==> src/rtl/core/amix_pkg.sv <==
// ----------------------------------------------------------------------------
// amix_pkg
// Shared constants and types for the multichannel audio mixer.
// ----------------------------------------------------------------------------
package amix_pkg;

    localparam int NUM_CHAN    = 16;
    localparam int OFFSET_BITS = 24;
    localparam int CHAN_IDX_W  = (NUM_CHAN > 16) ? 4 :
                                 ((NUM_CHAN > 1) ? $clog2(NUM_CHAN) : 1);

    localparam int OUT_OFF_W   = 24;
    localparam int SMP_W       = 16;
    localparam int VOL_W       = 7;
    localparam int ACC_W       = 22;
    localparam int WORD_W      = 18;

    localparam int STEP_BYTES  = 4;

    // |sample| * volume fits in 22 bits; x / 127 == (x * RECIP) >> RECIP_SHIFT
    localparam int MAG_W       = 22;
    localparam int RECIP_W     = 23;
    localparam int RECIP_SHIFT = 29;
    localparam logic [RECIP_W-1:0] RECIP = 23'd4227331;
    localparam int QUO_W       = 16;

    localparam int CMDQ_DEPTH  = 4;
    localparam int CMDQ_PTR_W  = 2;
    localparam int OUTQ_DEPTH  = 4;
    localparam int OUTQ_PTR_W  = 2;

    localparam logic OP_START  = 1'b0;
    localparam logic OP_MIX    = 1'b1;

    typedef struct packed {
        logic [OUT_OFF_W-1:0]    next_offset;
        logic                    channel_active;
        logic                    finish;
        logic signed [SMP_W-1:0] smp;
        logic [VOL_W-1:0]        vol;
        logic signed [SMP_W-1:0] mus;
    } cmd_t;

    typedef struct packed {
        logic [OUT_OFF_W-1:0] next_offset;
        logic                 channel_active;
        logic                 mix_valid;
        logic [WORD_W-1:0]    mixed_word;
    } result_t;

endpackage

==> src/rtl/core/multichannel_audio_mixer_top.sv <==
// ----------------------------------------------------------------------------
// multichannel_audio_mixer_top
// Up to 16-channel PCM mixer with volume scaling and output saturation.
// Path: request queue, stage 1 and stage 2 registers, then result queue.
// Throughput: one request per cycle while full is low, set by the channel
// table update and a fully pipelined multiply / divide / accumulate path.
// Reset: rst_n clears channel table, accumulator, music enable and queues at
// once; requests are taken in the first cycle after reset.
// ----------------------------------------------------------------------------
module multichannel_audio_mixer_top
(
    input  logic                clk,
    input  logic                rst_n,
    input  logic                music_enable_we,
    input  logic                music_enable,
    input  logic                push,
    output logic                full,
    input  logic                operation,
    input  logic [3:0]          channel,
    input  logic [23:0]         length_bytes,
    input  logic [6:0]          volume,
    input  logic signed [15:0]  channel_sample,
    input  logic signed [15:0]  music_sample,
    input  logic                frame_last,
    input  logic                pop,
    output logic                empty,
    output logic [23:0]         next_offset,
    output logic                channel_active,
    output logic                mix_valid,
    output logic [17:0]         mixed_word
);

    amix_pkg::cmd_t    front_cmd;
    amix_pkg::cmd_t    cmdq_dout;
    amix_pkg::result_t result;
    logic              accept;
    logic              cmdq_full;
    logic              cmdq_empty;
    logic              cmdq_pop;

    assign full   = cmdq_full;
    assign accept = push && !cmdq_full;

    amix_front u_front
    (
        .clk             (clk),
        .rst_n           (rst_n),
        .music_enable_we (music_enable_we),
        .music_enable    (music_enable),
        .accept          (accept),
        .operation       (operation),
        .channel         (channel),
        .length_bytes    (length_bytes),
        .volume          (volume),
        .channel_sample  (channel_sample),
        .music_sample    (music_sample),
        .frame_last      (frame_last),
        .cmd             (front_cmd)
    );

    amix_cmdq u_cmdq
    (
        .clk   (clk),
        .rst_n (rst_n),
        .push  (accept),
        .din   (front_cmd),
        .full  (cmdq_full),
        .pop   (cmdq_pop),
        .dout  (cmdq_dout),
        .empty (cmdq_empty)
    );

    amix_back u_back
    (
        .clk       (clk),
        .rst_n     (rst_n),
        .cmd       (cmdq_dout),
        .cmd_empty (cmdq_empty),
        .cmd_pop   (cmdq_pop),
        .pop       (pop),
        .empty     (empty),
        .result    (result)
    );

    assign next_offset    = result.next_offset;
    assign channel_active = result.channel_active;
    assign mix_valid      = result.mix_valid;
    assign mixed_word     = result.mixed_word;

    a_word_only_when_valid: assert property (@(posedge clk) disable iff (!rst_n)
        (!empty && !mix_valid) |-> (mixed_word == '0))
        else $error("mixed_word nonzero without a finished sample");

    a_word_aligned: assert property (@(posedge clk) disable iff (!rst_n)
        (!empty && mix_valid) |-> (mixed_word[1:0] == 2'b00))
        else $error("mixed_word not a multiple of four");

    a_accept_queued: assert property (@(posedge clk) disable iff (!rst_n)
        (push && !full) |=> !cmdq_empty)
        else $error("accepted request missing from request queue");

endmodule

==> src/rtl/core/amix_cmdq.sv <==
// ----------------------------------------------------------------------------
// amix_cmdq
// Short request queue between the channel front end and the mix back end.
// ----------------------------------------------------------------------------
module amix_cmdq
(
    input  logic           clk,
    input  logic           rst_n,
    input  logic           push,
    input  amix_pkg::cmd_t din,
    output logic           full,
    input  logic           pop,
    output amix_pkg::cmd_t dout,
    output logic           empty
);

    amix_pkg::cmd_t                    mem_reg [amix_pkg::CMDQ_DEPTH];
    logic [amix_pkg::CMDQ_PTR_W-1:0]   wr_ptr_reg;
    logic [amix_pkg::CMDQ_PTR_W-1:0]   rd_ptr_reg;
    logic [amix_pkg::CMDQ_PTR_W:0]     cnt_reg;
    logic [amix_pkg::CMDQ_PTR_W:0]     cnt_next;
    logic                              do_push;
    logic                              do_pop;

    assign full    = (cnt_reg == (amix_pkg::CMDQ_PTR_W+1)'(amix_pkg::CMDQ_DEPTH));
    assign empty   = (cnt_reg == '0);
    assign do_push = push && !full;
    assign do_pop  = pop && !empty;
    assign dout    = mem_reg[rd_ptr_reg];

    always_comb
    begin
        cnt_next = cnt_reg;
        if (do_push && !do_pop)
        begin
            cnt_next = cnt_reg + 1'b1;
        end
        else if (do_pop && !do_push)
        begin
            cnt_next = cnt_reg - 1'b1;
        end
    end

    always_ff @(posedge clk or negedge rst_n)
    begin
        if (!rst_n)
        begin
            wr_ptr_reg <= '0;
            rd_ptr_reg <= '0;
            cnt_reg    <= '0;
        end
        else
        begin
            cnt_reg <= cnt_next;
            if (do_push)
            begin
                wr_ptr_reg <= wr_ptr_reg + 1'b1;
            end
            if (do_pop)
            begin
                rd_ptr_reg <= rd_ptr_reg + 1'b1;
            end
        end
    end

    always_ff @(posedge clk)
    begin
        if (do_push)
        begin
            mem_reg[wr_ptr_reg] <= din;
        end
    end

endmodule

==> src/rtl/core/amix_front.sv <==
// ----------------------------------------------------------------------------
// amix_front
// Channel table: takes start and mix requests, tracks offset, length, volume
// and active flag per channel, and issues scaled-mix requests downstream.
// ----------------------------------------------------------------------------
module amix_front
(
    input  logic                                clk,
    input  logic                                rst_n,
    input  logic                                music_enable_we,
    input  logic                                music_enable,
    input  logic                                accept,
    input  logic                                operation,
    input  logic [3:0]                          channel,
    input  logic [23:0]                         length_bytes,
    input  logic [amix_pkg::VOL_W-1:0]          volume,
    input  logic signed [amix_pkg::SMP_W-1:0]   channel_sample,
    input  logic signed [amix_pkg::SMP_W-1:0]   music_sample,
    input  logic                                frame_last,
    output amix_pkg::cmd_t                      cmd
);

    localparam int OFF_W = amix_pkg::OFFSET_BITS;
    localparam logic [OFF_W-1:0] OFF_MAX = {OFF_W{1'b1}};

    logic                          music_en_reg;
    logic                          active_reg [amix_pkg::NUM_CHAN];
    logic [OFF_W-1:0]              offset_reg [amix_pkg::NUM_CHAN];
    logic [OFF_W-1:0]              length_reg [amix_pkg::NUM_CHAN];
    logic [amix_pkg::VOL_W-1:0]    volume_reg [amix_pkg::NUM_CHAN];

    logic [amix_pkg::CHAN_IDX_W-1:0] idx;
    logic                          chan_ok;
    logic                          cur_act;
    logic [OFF_W-1:0]              cur_off;
    logic [OFF_W-1:0]              cur_len;
    logic [amix_pkg::VOL_W-1:0]    cur_vol;
    logic                          play;
    logic [OFF_W-1:0]              step_off;
    logic [OFF_W-1:0]              off_next;

    assign idx     = channel[amix_pkg::CHAN_IDX_W-1:0];
    assign chan_ok = (32'(channel) < 32'(amix_pkg::NUM_CHAN));
    assign cur_act = active_reg[idx];
    assign cur_off = offset_reg[idx];
    assign cur_len = length_reg[idx];
    assign cur_vol = volume_reg[idx];
    assign play    = cur_act && (cur_off < cur_len);

    // saturate at the top of the offset range
    assign step_off = (cur_off > (OFF_MAX - OFF_W'(amix_pkg::STEP_BYTES))) ? OFF_MAX :
                      (cur_off + OFF_W'(amix_pkg::STEP_BYTES));
    assign off_next = play ? step_off : cur_off;

    always_comb
    begin
        cmd = '0;
        if (operation == amix_pkg::OP_START)
        begin
            cmd.channel_active = 1'b1;
        end
        else
        begin
            if (chan_ok)
            begin
                cmd.next_offset    = amix_pkg::OUT_OFF_W'(off_next);
                cmd.channel_active = play;
                cmd.vol            = play ? cur_vol : '0;
            end
            cmd.smp    = channel_sample;
            cmd.finish = frame_last;
            cmd.mus    = music_en_reg ? music_sample : '0;
        end
    end

    always_ff @(posedge clk or negedge rst_n)
    begin
        if (!rst_n)
        begin
            music_en_reg <= 1'b0;
            for (int i = 0; i < amix_pkg::NUM_CHAN; i++)
            begin
                active_reg[i] <= 1'b0;
                offset_reg[i] <= '0;
                length_reg[i] <= '0;
                volume_reg[i] <= '0;
            end
        end
        else
        begin
            if (music_enable_we)
            begin
                music_en_reg <= music_enable;
            end
            if (accept && chan_ok)
            begin
                if (operation == amix_pkg::OP_START)
                begin
                    active_reg[idx] <= 1'b1;
                    offset_reg[idx] <= '0;
                    length_reg[idx] <= OFF_W'(length_bytes);
                    volume_reg[idx] <= volume;
                end
                else
                begin
                    active_reg[idx] <= play;
                    offset_reg[idx] <= off_next;
                end
            end
        end
    end

endmodule

==> src/rtl/core/amix_back.sv <==
// ----------------------------------------------------------------------------
// amix_back
// Mix pipeline: volume multiply, divide by 127, saturating accumulate, frame
// finish and clamp, then a result queue toward the consumer.
// ----------------------------------------------------------------------------
module amix_back
(
    input  logic              clk,
    input  logic              rst_n,
    input  amix_pkg::cmd_t    cmd,
    input  logic              cmd_empty,
    output logic              cmd_pop,
    input  logic              pop,
    output logic              empty,
    output amix_pkg::result_t result
);

    typedef struct packed {
        logic [amix_pkg::OUT_OFF_W-1:0]    next_offset;
        logic                              channel_active;
        logic                              finish;
        logic                              neg;
        logic signed [amix_pkg::SMP_W-1:0] mus;
    } stage_t;

    localparam int PROD_W = amix_pkg::MAG_W + amix_pkg::RECIP_W;
    localparam int SUM_W  = amix_pkg::ACC_W + 1;
    localparam logic signed [SUM_W-1:0] ACC_HI = SUM_W'((1 <<< (amix_pkg::ACC_W-1)) - 1);
    localparam logic signed [SUM_W-1:0] ACC_LO = -SUM_W'(1 <<< (amix_pkg::ACC_W-1));
    localparam logic signed [SUM_W-1:0] S16_HI = SUM_W'(32767);
    localparam logic signed [SUM_W-1:0] S16_LO = -SUM_W'(32768);

    logic                                s1_v_reg;
    stage_t                              s1_reg;
    logic [amix_pkg::MAG_W-1:0]          s1_mag_reg;
    logic                                s2_v_reg;
    stage_t                              s2_reg;
    logic [amix_pkg::QUO_W-1:0]          s2_quo_reg;
    logic signed [amix_pkg::ACC_W-1:0]   acc_reg;
    logic signed [amix_pkg::ACC_W-1:0]   acc_next;

    amix_pkg::result_t                   outq_reg [amix_pkg::OUTQ_DEPTH];
    logic [amix_pkg::OUTQ_PTR_W-1:0]     wr_ptr_reg;
    logic [amix_pkg::OUTQ_PTR_W-1:0]     rd_ptr_reg;
    logic [amix_pkg::OUTQ_PTR_W:0]       cnt_reg;
    logic [amix_pkg::OUTQ_PTR_W:0]       cnt_next;

    logic [amix_pkg::OUTQ_PTR_W+1:0]     reserved;
    logic [amix_pkg::SMP_W:0]            abs_smp;
    logic [amix_pkg::MAG_W-1:0]          mag_next;
    stage_t                              s1_next;
    logic [PROD_W-1:0]                   prod;
    logic signed [amix_pkg::QUO_W:0]     scaled;
    logic signed [SUM_W-1:0]             acc_sum;
    logic signed [amix_pkg::ACC_W-1:0]   acc_sat;
    logic signed [SUM_W-1:0]             frame_sum;
    logic [amix_pkg::SMP_W-1:0]          frame_s16;
    amix_pkg::result_t                   res_next;
    logic                                do_pop;

    // issue only while the result queue can absorb everything in flight
    assign reserved = (amix_pkg::OUTQ_PTR_W+2)'(cnt_reg)
                    + (amix_pkg::OUTQ_PTR_W+2)'(s1_v_reg)
                    + (amix_pkg::OUTQ_PTR_W+2)'(s2_v_reg);
    assign cmd_pop  = !cmd_empty &&
                      (reserved < (amix_pkg::OUTQ_PTR_W+2)'(amix_pkg::OUTQ_DEPTH));

    // stage 1: magnitude times volume
    assign abs_smp  = cmd.smp[amix_pkg::SMP_W-1] ?
                      ((amix_pkg::SMP_W+1)'(0) - {1'b1, cmd.smp}) : {1'b0, cmd.smp};
    assign mag_next = amix_pkg::MAG_W'(abs_smp) * amix_pkg::MAG_W'(cmd.vol);

    always_comb
    begin
        s1_next.next_offset    = cmd.next_offset;
        s1_next.channel_active = cmd.channel_active;
        s1_next.finish         = cmd.finish;
        s1_next.neg            = cmd.smp[amix_pkg::SMP_W-1];
        s1_next.mus            = cmd.mus;
    end

    // stage 2: divide by 127 through reciprocal
    assign prod = PROD_W'(s1_mag_reg) * PROD_W'(amix_pkg::RECIP);

    // stage 3: accumulate, finish frame
    assign scaled  = s2_reg.neg ? -$signed({1'b0, s2_quo_reg}) : $signed({1'b0, s2_quo_reg});
    assign acc_sum = SUM_W'(acc_reg) + SUM_W'(scaled);

    always_comb
    begin
        if (acc_sum > ACC_HI)
        begin
            acc_sat = amix_pkg::ACC_W'(ACC_HI);
        end
        else if (acc_sum < ACC_LO)
        begin
            acc_sat = amix_pkg::ACC_W'(ACC_LO);
        end
        else
        begin
            acc_sat = amix_pkg::ACC_W'(acc_sum);
        end
    end

    assign frame_sum = SUM_W'(acc_sat) + SUM_W'(s2_reg.mus);

    always_comb
    begin
        if (frame_sum > S16_HI)
        begin
            frame_s16 = 16'h7FFF;
        end
        else if (frame_sum < S16_LO)
        begin
            frame_s16 = 16'h8000;
        end
        else
        begin
            frame_s16 = frame_sum[amix_pkg::SMP_W-1:0];
        end
    end

    always_comb
    begin
        res_next.next_offset    = s2_reg.next_offset;
        res_next.channel_active = s2_reg.channel_active;
        res_next.mix_valid      = s2_reg.finish;
        res_next.mixed_word     = s2_reg.finish ?
                                  {~frame_s16[15], frame_s16[14:0], 2'b00} : '0;
        acc_next = acc_reg;
        if (s2_v_reg)
        begin
            acc_next = s2_reg.finish ? '0 : acc_sat;
        end
    end

    // result queue
    assign empty  = (cnt_reg == '0);
    assign do_pop = pop && !empty;
    assign result = outq_reg[rd_ptr_reg];

    always_comb
    begin
        cnt_next = cnt_reg;
        if (s2_v_reg && !do_pop)
        begin
            cnt_next = cnt_reg + 1'b1;
        end
        else if (do_pop && !s2_v_reg)
        begin
            cnt_next = cnt_reg - 1'b1;
        end
    end

    always_ff @(posedge clk or negedge rst_n)
    begin
        if (!rst_n)
        begin
            s1_v_reg   <= 1'b0;
            s2_v_reg   <= 1'b0;
            acc_reg    <= '0;
            wr_ptr_reg <= '0;
            rd_ptr_reg <= '0;
            cnt_reg    <= '0;
        end
        else
        begin
            s1_v_reg <= cmd_pop;
            s2_v_reg <= s1_v_reg;
            acc_reg  <= acc_next;
            cnt_reg  <= cnt_next;
            if (s2_v_reg)
            begin
                wr_ptr_reg <= wr_ptr_reg + 1'b1;
            end
            if (do_pop)
            begin
                rd_ptr_reg <= rd_ptr_reg + 1'b1;
            end
        end
    end

    always_ff @(posedge clk)
    begin
        if (cmd_pop)
        begin
            s1_reg     <= s1_next;
            s1_mag_reg <= mag_next;
        end
        if (s1_v_reg)
        begin
            s2_reg     <= s1_reg;
            s2_quo_reg <= prod[amix_pkg::RECIP_SHIFT +: amix_pkg::QUO_W];
        end
        if (s2_v_reg)
        begin
            outq_reg[wr_ptr_reg] <= res_next;
        end
    end

endmodule
==> config.mk <==
export PLATFORM = sky130hd
export DESIGN_NAME = multichannel_audio_mixer_top
export DESIGN_NICKNAME = d
export VERILOG_FILES = /design/src/rtl/core/amix_pkg.sv /design/src/rtl/core/multichannel_audio_mixer_top.sv /design/src/rtl/core/amix_cmdq.sv /design/src/rtl/core/amix_front.sv /design/src/rtl/core/amix_back.sv
export SDC_FILE = /design/constraint.sdc
export NUM_CORES = 2
export LEC_CHECK = 0
export BUFFER_PORTS_ARGS = -buffer_cell sky130_fd_sc_hd__buf_4
export CORE_ASPECT_RATIO = 1.75
export CORE_MARGIN = 2
export CORE_UTILIZATION = 55
export CTS_CLUSTER_SIZE = 24
export DETAILED_ROUTE_END_ITERATION = 8
export PLACE_DENSITY = 0.71
export SYNTH_ARGS = -nofsm -noshare
export SYNTH_HDL_FRONTEND = slang
export SYNTH_SLANG_ARGS = --single-unit
==> constraint.sdc <==
create_clock -name clk -period 8.8 [get_ports clk]
set_input_delay 0.88 -clock clk [delete_from_list [all_inputs] [get_ports clk]]
set_output_delay 0.88 -clock clk [all_outputs]
set_load 0.01 [all_outputs]
==> flow_summary.yaml <==
run_status:
  status: "complete, no violations"
finish:
  drive_gt1_share_pct: 27.2
  multi_input_area_um2: 30300
  final_common_cell: "dfrtp_1"
  syn_to_final_growth_pct: 9.89
  design_area_um2: 79500
  layout_common_cells: "dfrtp_1, edfxtp_1, mux2_2"
  nets: 5573
  fillers: 9879
  ff_latch_area_um2: 40000
global_routing:
  grt_pass1_vias: 45400
  grt_max_degree: 196
  grt_pass1_wl_mm: 268
  grt_overflow: 0
  grtUsageTotal_pct: 26.4
  antenna_found_initial: 6
clock_network:
  cts_buffer_depth: 3
  cts_root_buf: "clkbuf_16"
  htree_num_levels: 4
  post_cts_resized: 0
  clkSlewWorstSetupHoldPaths_ns: 0.06
  cts_sinks: 1487
  cts_tree: "yes"
  numCtsBuffers: 137
  postCtsSetupBuffers: 0
  hold_buffers: 0
  worstSkewPairLatency_ns: 0.80
synthesis:
  synth-edff-count: 552
  syn_area_um2: 72300
  synthArstFlopShare_pct: 62.9
  syn_inst: 5050
  synthFlopType: "dfrtp_1"
  yosys_register_bits: 1487
  synth.distinct_cells: 91
  synth_warnings: 0
  synth.avg_cell_area_um2: 14.3
  seq_area_frac_synth_pct: 55.3
route:
  firstDrtPassIters: 5
  wl_per_cell_um: 25.2
  drt_drc_violations_left: 0
  routed_wl_mm: 174
  viasPerCell: 6.16
  first_iter_violations: 3000
  ant_nets: 0
  vias: 42500
critical_path:
  cp-start-kind: "register"
  crit_type: "reg -> reg"
  crit_fanout: 17
  cp_data_required_time_ns: 9.36
  worst_setup_path_end_kind: "register"
  arrival_ns: 8.18
die:
  core_um2: 131000
  die_h_um: 484
  start_util_pct: 55.2
  chipWidth_um: 278
  ios: 121
  rows: 176
  die-area_um2: 135000
hold_path:
  hp-class: "in -> async"
timing:
  relSlewSlack_pct: 13.8
  setup_viol: 0
  fin_worst_skew_ns: 0.0348
  setup_tns_ns: 0
  fin_crit_ns: 7.62
  hold_viol: 0
  hold_ws_ns: 0.139
  max_freq_ghz: 0.131
  worstMarginPinSlew_ns: 1.29
  maxSlewViolCount: 0
  rsz0062_at_grt: "false"
  period_share_pct: 86.6
placed_design:
  io_buffers: 118
  gp_congestion: 0.915
  dp_hpwl_mm: 114
  dpl_cell_area_um2: 75000
run:
  drv_cap: 0
synth_stat cells (all sizes together), types with 109 or more instances:
| cell type | instances | area (µm²) |
|---|---|---|
| dfrtp | 935 | 23400 |
| edfxtp | 552 | 16600 |
| mux2 | 537 | 6050 |
| nand2 | 484 | 1820 |
| mux4 | 382 | 8600 |
| o21ai | 336 | 1720 |
| ha | 291 | 3640 |
| inv | 233 | 875 |
| clkbuf | 190 | 717 |
| nor2 | 138 | 528 |
| buf | 119 | 714 |
| fa | 109 | 2180 |
metrics by stage:
step	utilization [%]	std cells	setup slack [ns]
final	60.7	6902	1.18
after global routing	60.7	6902	0.618
after CTS	60.7	6901	1.24
after detailed placement	57.2	6650	1.27
after global placement	57.2	6650	1.27
after floorplan	-	5055	0.801
cell families after synthesis:
group / count (synthesis) / synth area share [%]
flops: 1487 / 55.3
mux: 930 / 20.4
simple gates: 875 / 5.45
compound gates: 694 / 6.16
buf+inv: 542 / 3.19
fa+ha+maj: 412 / 8.22
xor+xnor: 108 / 1.32
other cells: 2 / 0.0104
final timing paths:
path / start / endpoint / slack (ns) / cells past startpoint
max: u_back.s2_reg[16] / u_back.outq_reg[3][5] / 1.18 / 25
min: rst_n / u_front.offset_reg[51] / 0.14 / 1
max reg2reg: u_back.s2_reg[16] / u_back.outq_reg[3][5] / 1.18 / 25
min reg2reg: u_back.s1_reg[30] / u_back.res_next[31] / 0.42 / 0
max in group asynchronous: rst_n / u_front.length_reg[202] / 6.37 / 3
min in group clk: music_enable / u_front.music_en_reg / 0.34 / 2
per-layer routing:
layer | GRT usage (%) | vias up | part of all wire [%]
li1 | - | 18700 | -
met1 | 30.0 | 22300 | 37
met2 | 48.4 | 1134 | 54
met3 | 3.78 | 419 | 4.0
met4 | 12.9 | 6 | 5.2
met5 | 0 | - | 0.020
layout make-up:
class	count	area share (%)
diodes	1	0.00315
repair buffers	213	2.20
clock inverters	61	0.831
multi-input cells	3026	38.1
flip-flops and latches	1487	50.3
well taps	1691	2.66
inverters	233	1.10
clock buffers	190	4.84
worst max-delay path: stages, from the launching register on:
cell and delay [ns]:
edfxtp_1 0.62, o21ai_0 0.34, inv_1 0.09, fa_1 0.38, nand2b_1 0.20, a21oi_1 0.31
nor4_1 0.11, or3b_2 0.52, o211ai_1 0.24, a21oi_1 0.17, nor2_1 0.16, o21a_1 0.53
nor2_1 0.31, or2_2 0.38, fa_1 0.41, nand3b_1 0.20, a21oi_1 0.26, o31ai_1 0.19
o21a_1 0.25, a221oi_1 0.40, o21ai_0 0.20, a31oi_1 0.29, and2_1 0.27, a31oi_1 0.06
buf_4 0.20, a21oi_1 0.28
Power is left out: the tool's default activity adds up to more than one toggle a clock period on the data nets, which glitch-free logic cannot reach.
